$ cat src/hw/rtl/dhte_ram.sv
// ----------------------------------------------------------------------------
// dhte_ram
// Generic simple dual-port RAM: one write port, one read port, registered
// read data that holds while no read is enabled.
// ----------------------------------------------------------------------------
module dhte_ram #(
  parameter int WIDTH = 8,
  parameter int DEPTH = 16
) (
  input  logic                     clk_i,
  input  logic                     we_i,
  input  logic [$clog2(DEPTH)-1:0] waddr_i,
  input  logic [WIDTH-1:0]         wdata_i,
  input  logic                     re_i,
  input  logic [$clog2(DEPTH)-1:0] raddr_i,
  output logic [WIDTH-1:0]         rdata_o
);

  logic [WIDTH-1:0] mem_q [DEPTH];
  logic [WIDTH-1:0] rdata_q;

  // Write port
  always_ff @(posedge clk_i) begin
    if (we_i) begin
      mem_q[waddr_i] <= wdata_i;
    end
  end

  // Read port, registered
  always_ff @(posedge clk_i) begin
    if (re_i) begin
      rdata_q <= mem_q[raddr_i];
    end
  end

  assign rdata_o = rdata_q;

endmodule

$ cat config.mk
export PLATFORM = sky130hd
export DESIGN_NAME = dhte_ram
export DESIGN_NICKNAME = d
export VERILOG_FILES = /design/src/hw/rtl/dhte_ram.sv
export SDC_FILE = /design/constraint.sdc
export NUM_CORES = 1
export LEC_CHECK = 0
export BUFFER_PORTS_ARGS = -buffer_cell sky130_fd_sc_hd__buf_2
export CAP_MARGIN = 10
export CORE_MARGIN = 2
export CORE_UTILIZATION = 60
export DETAILED_ROUTE_END_ITERATION = 8
export PLACE_DENSITY = 0.9
export SLEW_MARGIN = 40
export SYNTH_ARGS = -nofsm -noshare
export SYNTH_HDL_FRONTEND = slang
export SYNTH_SLANG_ARGS = --single-unit
$ cat constraint.sdc
create_clock -name clk_i -period 3.96 [get_ports clk_i]
set_clock_uncertainty 0.15 [all_clocks]
set_input_delay 0.198 -clock clk_i [delete_from_list [all_inputs] [get_ports clk_i]]
set_output_delay 0.198 -clock clk_i [all_outputs]
set_load 0.01 [all_outputs]
==> results of run 1 <==
power groups by stage:
stage	logic (µW)	registers (µW)	clock network, µW
6_report	151	1630	1490
5_1_grt	164	1630	1570
4_1_cts	150	1630	1500
3_5_place_dp	141	1660	0
3_3_place_gp	134	1660	0
2_1_floorplan	81.8	1660	0
per-layer routing:
layer  track usage  part of all wire  vias to the layer above
met5             0                 0                        -
met4        0.1026             0.028                        0
met3       0.06187             0.066                       21
met2        0.3595              0.52                      117
met1        0.2965              0.39                     1248
li1              -                 -                     1076
critical path, stage by stage, from the launching register on:
cell and delay [ns]:
sky130_fd_sc_hd__edfxtp_1 0.42, sky130_fd_sc_hd__mux4_2 0.51, sky130_fd_sc_hd__a22oi_1 0.33, sky130_fd_sc_hd__nand2_1 0.09
cell usage in the layout, fill, tap and decap left out:
cell type	netlist	routed
sky130_fd_sc_hd__a22oi_1	16	16
sky130_fd_sc_hd__clkinvlp_4	0	4
sky130_fd_sc_hd__clkbuf_16	0	16
sky130_fd_sc_hd__mux4_1	14	14
sky130_fd_sc_hd__clkbuf_1	0	1
sky130_fd_sc_hd__and2b_1	1	1
sky130_fd_sc_hd__nor3_1	4	2
sky130_fd_sc_hd__dlygate4sd3_1	0	9
sky130_fd_sc_hd__nor2_1	13	7
sky130_fd_sc_hd__nor2b_1	1	1
sky130_fd_sc_hd__clkinv_4	0	2
sky130_fd_sc_hd__nor3_2	0	1
sky130_fd_sc_hd__nor2_2	0	6
sky130_fd_sc_hd__buf_4	1	3
sky130_fd_sc_hd__nand3_1	1	1
sky130_fd_sc_hd__nand3b_1	2	2
sky130_fd_sc_hd__or3b_2	1	1
sky130_fd_sc_hd__nand2_1	9	9
sky130_fd_sc_hd__clkinv_2	0	3
sky130_fd_sc_hd__nand2b_1	2	2
sky130_fd_sc_hd__nor3_4	0	1
sky130_fd_sc_hd__bufinv_16	0	2
sky130_fd_sc_hd__and2_1	1	1
sky130_fd_sc_hd__clkbuf_8	0	1
sky130_fd_sc_hd__inv_6	0	3
sky130_fd_sc_hd__mux4_2	18	18
sky130_fd_sc_hd__buf_2	3	25
sky130_fd_sc_hd__edfxtp_1	136	136
synthesized netlist by cell type, drive strengths merged:
library cell	number
or3b	1
nor2	13
nor2b	1
clkdlybuf4s25	3
mux4	32
and2	1
nand3	1
edfxtp	136
nand2b	2
nand2	9
a22oi	16
nor3	4
nand3b	2
buf	7
and2b	1
final timing paths:
| path | start | endpoint | slack (ns) | cells after the start |
|---|---|---|---|---|
| worst max-delay path | mem_q[1][6] | rdata_o[6] | 2.20 | 3 |
| worst min-delay path | waddr_i[1] | mem_q[12][0] | 0.04 | 2 |
| worst max register to register | mem_q[1][6] | rdata_o[6] | 2.20 | 3 |
| worst min register to register | mem_q[12][7] | rdata_o[7] | 0.61 | 3 |
flip-flops by register name, indices dropped and copies added (netlist names):
register  cells
mem_q       128
rdata_o       8
final cells by class:
cell class	count	area share
clock buffer	18	0.06837
clock inverter	14	0.02436
multi-input combinational	83	0.1781
sequential	136	0.6682
tap	108	0.02211
timing repair buffer	37	0.03889
kinds of logic (layout without fill, tap and decap cells):
group / count (synthesis) / count (layout)
AOI/OAI and AO/OA: 16 / 16
buffers and inverters: 10 / 69
DFF: 136 / 136
muxes: 32 / 32
and+or+nand+nor: 35 / 35
stage by stage:
stage               total power, µW  cells
finish                         3271    396
global route                   3366    396
detailed placement             1802    355
CTS                            3285    396
global placement               1792    355
floorplan                      1743    229
==> impl_metrics.tcl, run 1 <==
set metrics [dict create \
    syn_inst 229 \
    cts-resized-gates 0 \
    clk_transition_reported_paths_ns 0.06 \
    postRouteAntennaNets 0 \
    die_height_um 97.34 \
    num_rows 34 \
    combinational_family_with_the_most_area_after_synthesis "multiplexers" \
    floorplan.die.width_um 97.34 \
    synth_simple_gate_area_share 0.03135 \
    tritoncts "yes" \
    n_fill_cell 510 \
    fp.dieArea_um2 9475 \
    comb_power_share 0.046 \
    tritoncts.num_buffers 17 \
    holdWs_ns 0.04417 \
    antenna_found_initial 0 \
    yosys-top-cells-area "sky130_fd_sc_hd__edfxtp_1, sky130_fd_sc_hd__mux4_2, sky130_fd_sc_hd__mux4_1" \
    synthesis.nets 248 \
    power.density_nw_per_um2 535.1 \
    synth_largest_area_cell "sky130_fd_sc_hd__edfxtp_1" \
    synth.top_cell.area_share 0.7812 \
    post_route_cells_drive_above_1_share 0.2986 \
    cts_setup_buffers 0 \
    worst_slew_pin_slew_ns 0.8268 \
    detailedPlace.worstSlack_ns 1.817 \
    final_core_utilization 0.7113 \
    vdd_ir_drop_max_mv 0.3633 \
    worst_setup_path_start_kind "register" \
    timing.max_cap.violations 0 \
    timing.final.setup_violations 0 \
    final_min_period_over_clock_period 0.4447 \
    seqCellArea_um2 4084 \
    fin_area_um2 6112 \
    synthMuxAreaShare 0.1479 \
    finalHoldViolations 0 \
    placeableCoreArea_um2 8593 \
    largest_net_degree_at_the_start_of_global_routing 33 \
    placed_area_um2 5434 \
    drc_violation_count_after_routing 0 \
    synth-seq-area-share 0.7812 \
    first_iter_violations 341 \
    final-max-slew-violation-count 0 \
    via_count_of_the_first_global_routing_pass 2528 \
    rsz_0062_raised_after_global_routing "no" \
    place_hpwl_um 5920 \
    worstHoldPathType "input port to register" \
    postSynthRegisterBits 136 \
    clock_tree.buffer_depth 2 \
    power_switching_uw 687.8 \
    htree_levels 4 \
    synth_compound_area_frac 0.02298 \
    start_util 0.6083 \
    crit_fanout 1 \
    cts_root_buffer "sky130_fd_sc_hd__clkbuf_8" \
    area_growth_syn_to_layout_pct 16.92 \
    path_class "register to register" \
    final_net_count 294 \
    grt_pass1_wl_um 14910 \
    boundaryPins 27 \
    clock_latency_of_the_later_clocked_register_in_the_worst_skew_pair_ns 0.53 \
    cts_hold_buf 9 \
    avgViaCountPerCell 6.217 \
    worst-endpoint-arrival_ns 1.88 \
    post_synth_fa_ha_maj_area_fraction 0 \
    worstSetupEndpointType "register" \
    routabilityCongestion 0.8092 \
    wire_length_after_detailed_routing_um 9893 \
    post_synth_instance_area_um2 5228 \
    yosys.area_share.xor_xnor 0 \
    drt_pass_1_iters 4 \
    critical_path_required_ns 4.08 \
    period_needed_ns 1.761 \
    share_clk_of_total_power 0.455 \
    postSynthAreaPerCell_um2 22.83 \
    pwr-share-seq 0.499 \
    routed_wire_length_per_instance_um 24.98 \
    tightest_slew_margin_relative_to_the_limit 0.4468 \
    ys.warnings.count 0 \
    total_grt_overflow 0 \
    final.setup.tns_ns 0 \
    fin_ws_ns 2.199 \
    detailroute.via_count 2462 \
    cts_sinks 136 \
    internal_power_uw 2583 \
    multiInputGateArea_um2 1089 \
    swShare 0.2103 \
    synth_cell_types 18 \
    status "finished, final reports clean" \
    io_buffer_count 26 \
    timing.fmax_ghz 0.5678 \
    gr-usage-all-layers 0.2254 \
    diodes 0 \
    leakagePower_uw 0.002030 \
]
No activity file was read; power rests on OpenSTA's default activity.
==> run 2: changes to the inputs <==
Settings changed: CORE_UTILIZATION 60 to 54, PLACE_DENSITY 0.9 to 0.86.
Clock period 3.96 ns to 1.5 ns, I/O delays scaled along.
==> run 2 against run 1 <==
The flow now finishes with violations (negative setup slack). Cell count grew 11%. Core utilization down 3.2 points. Sequential cell count unchanged. Maximum frequency rose by 12%. Global-route usage is 1.2 points lower. Via count grew 2.3%. Combinational power increased to 3.0 times the previous value. Sequential share of layout area decreased by 2.4 points. Largest power group unchanged.
==> impl_metrics.tcl, run 2 (synthesized netlist as in run 1, its figures left out) <==
set metrics [dict create \
    status "complete, but fails checks" \
    violations "negative setup slack" \
    largest-register "mem_q" \
    total_grt_overflow 0 \
    place_hpwl_um 6271 \
    worst_slew_pin_slew_ns 0.9180 \
    timing.final.setup_violations 8 \
    fin_ws_ns -0.07377 \
    crit_path_cell_trace "mux4_2, a22oi_2, nand2_1" \
    boundaryPins 27 \
    vdd_ir_drop_max_mv 0.8052 \
    final_min_period_over_clock_period 1.049 \
    largest_net_degree_at_the_start_of_global_routing 22 \
    worstHoldPathType "input port to register" \
    diodes 0 \
    critical_path_required_ns 1.60 \
    placed_area_um2 5633 \
    io_buffer_count 26 \
    pwr-share-seq 0.488 \
    crit_path_start "mem_q[2][4]" \
    layout.cells.most_common_list "sky130_fd_sc_hd__edfxtp_1, sky130_fd_sc_hd__mux4_2, sky130_fd_sc_hd__buf_2" \
    start_util 0.5604 \
    setup.reg_to_reg.worst_slack_ns -0.07 \
    crit_path_max_incr_delay_ns 0.50 \
    fin_area_um2 6336 \
    first_iter_violations 146 \
    worst-endpoint-arrival_ns 1.68 \
    detailroute.via_count 2519 \
    die_height_um 102.4 \
    power.density_nw_per_um2 1395 \
    seqCellArea_um2 4084 \
    finalHoldViolations 0 \
    avgViaCountPerCell 5.751 \
    area_growth_syn_to_layout_pct 21.21 \
    final.setup.tns_ns -0.2930 \
    instances_no_fill 438 \
    n_fill_cell 581 \
    cts_sinks 136 \
    comb_power_share 0.050 \
    timing.fmax_ghz 0.6354 \
    largest_reg_flops 128 \
    post_route_cells_drive_above_1_share 0.3851 \
    crit_path_slowest_cell "sky130_fd_sc_hd__mux4_2" \
    routabilityCongestion 0.7559 \
    clock_tree.buffer_depth 2 \
    wire_length_after_detailed_routing_um 9989 \
    worst_r2r_path_depth 3 \
    internal_power_uw 7021 \
    antenna_found_initial 0 \
    worst_path_dominant_cell_family "multiplexers" \
    postRouteAntennaNets 0 \
    final_net_count 315 \
    critical_path_buf_inv_count 0 \
    tightest_slew_margin_relative_to_the_limit 0.3868 \
    worstSetupEndpointType "register" \
    layout_commonest_cell "sky130_fd_sc_hd__edfxtp_1" \
    holdWs_ns 0.06865 \
    floorplan.die.width_um 102.4 \
    timing.max_cap.violations 0 \
    multiInputGateArea_um2 1065 \
    rsz_0062_raised_after_global_routing "yes" \
    placeableCoreArea_um2 9328 \
    timing.critical_path.depth 3 \
    swShare 0.2055 \
    worst_setup_path_start_kind "register" \
    final-max-slew-violation-count 0 \
    path_class "register to register" \
    drc_violation_count_after_routing 0 \
    reg2reg_to "rdata_o[4]" \
    period_needed_ns 1.574 \
    fp.dieArea_um2 10480 \
    power_switching_uw 1816 \
    drt_pass_1_iters 4 \
    num_rows 35 \
    leakagePower_uw 0.002110 \
    via_count_of_the_first_global_routing_pass 2658 \
    routed_wire_length_per_instance_um 22.81 \
    clock_latency_of_the_later_clocked_register_in_the_worst_skew_pair_ns 0.51 \
    crit_fanout 1 \
    gr-usage-all-layers 0.2131 \
    tritoncts "yes" \
    timing.critical_path.to "rdata_o[4]" \
    htree_levels 4 \
    cts_root_buffer "sky130_fd_sc_hd__clkbuf_8" \
    post-place-cells 395 \
    grt_pass1_wl_um 15200 \
    clk_transition_reported_paths_ns 0.06 \
    hold_path_depth 4 \
    tritoncts.num_buffers 17 \
    crit-reg2reg-launch "mem_q[2][4]" \
    share_clk_of_total_power 0.462 \
]
run 2: through the flow:
step           worst slack, ns  total power, µW  utilization
6_report              -0.07377             8837       0.6793
5_1_grt                -0.1077             9058       0.6793
4_1_cts               -0.05865             8887       0.6789
3_5_place_dp           -0.2438             4787       0.6039
3_3_place_gp           -0.2046             4761       0.6039
2_1_floorplan       -0.0009645             4606            -
run 2: worst min path at each step:
stage                          start      endpoint  slack (ns)
after detailed placement  wdata_i[0]   mem_q[0][0]        0.32
after global routing      waddr_i[2]  mem_q[15][3]        0.08
final                     raddr_i[3]    rdata_o[2]        0.07
after floorplan           wdata_i[0]   mem_q[0][0]        0.02
after CTS                 waddr_i[2]   mem_q[3][2]        0.05
after global placement    wdata_i[4]   mem_q[6][4]        0.31
run 2: repair_timing:
item,4_1_cts,5_1_grt
pin swaps,9,2
setup endpoints to repair,8,8
gates resized for setup,19,2
hold endpoints to repair,168,0
hold buffers,11,0
setup buffers,0,0
run 2: final cells by class:
type	instances	area share
Clock inverter	15	0.02784
Sequential cell	136	0.6445
Tap cell	129	0.02547
Clock buffer	17	0.06536
Timing Repair Buffer	58	0.06872
Multi-Input combinational cell	83	0.1680
run 2: worst reg2reg max path: cells and delay by family (launching register included):
family             cells  cell delay, ns
AOI/OAI and AO/OA      1            0.19
DFF                    1            0.40
muxes                  1            0.50
and+or+nand+nor        1            0.07
run 2: per-layer routing:
layer  wire, µm  global-route usage
met1       3875              0.2886
met2       5158              0.3411
met3        800             0.05814
met4        155             0.07282
met5          0                   0
run 2: power groups by stage:
stage / sequential, µW / combinational [µW] / clock (µW)
global placement: 4380 / 380 / 0
detailed placement: 4390 / 400 / 0
finish: 4310 / 446 / 4080
CTS: 4310 / 449 / 4130
floorplan: 4390 / 219 / 0
global route: 4320 / 482 / 4260
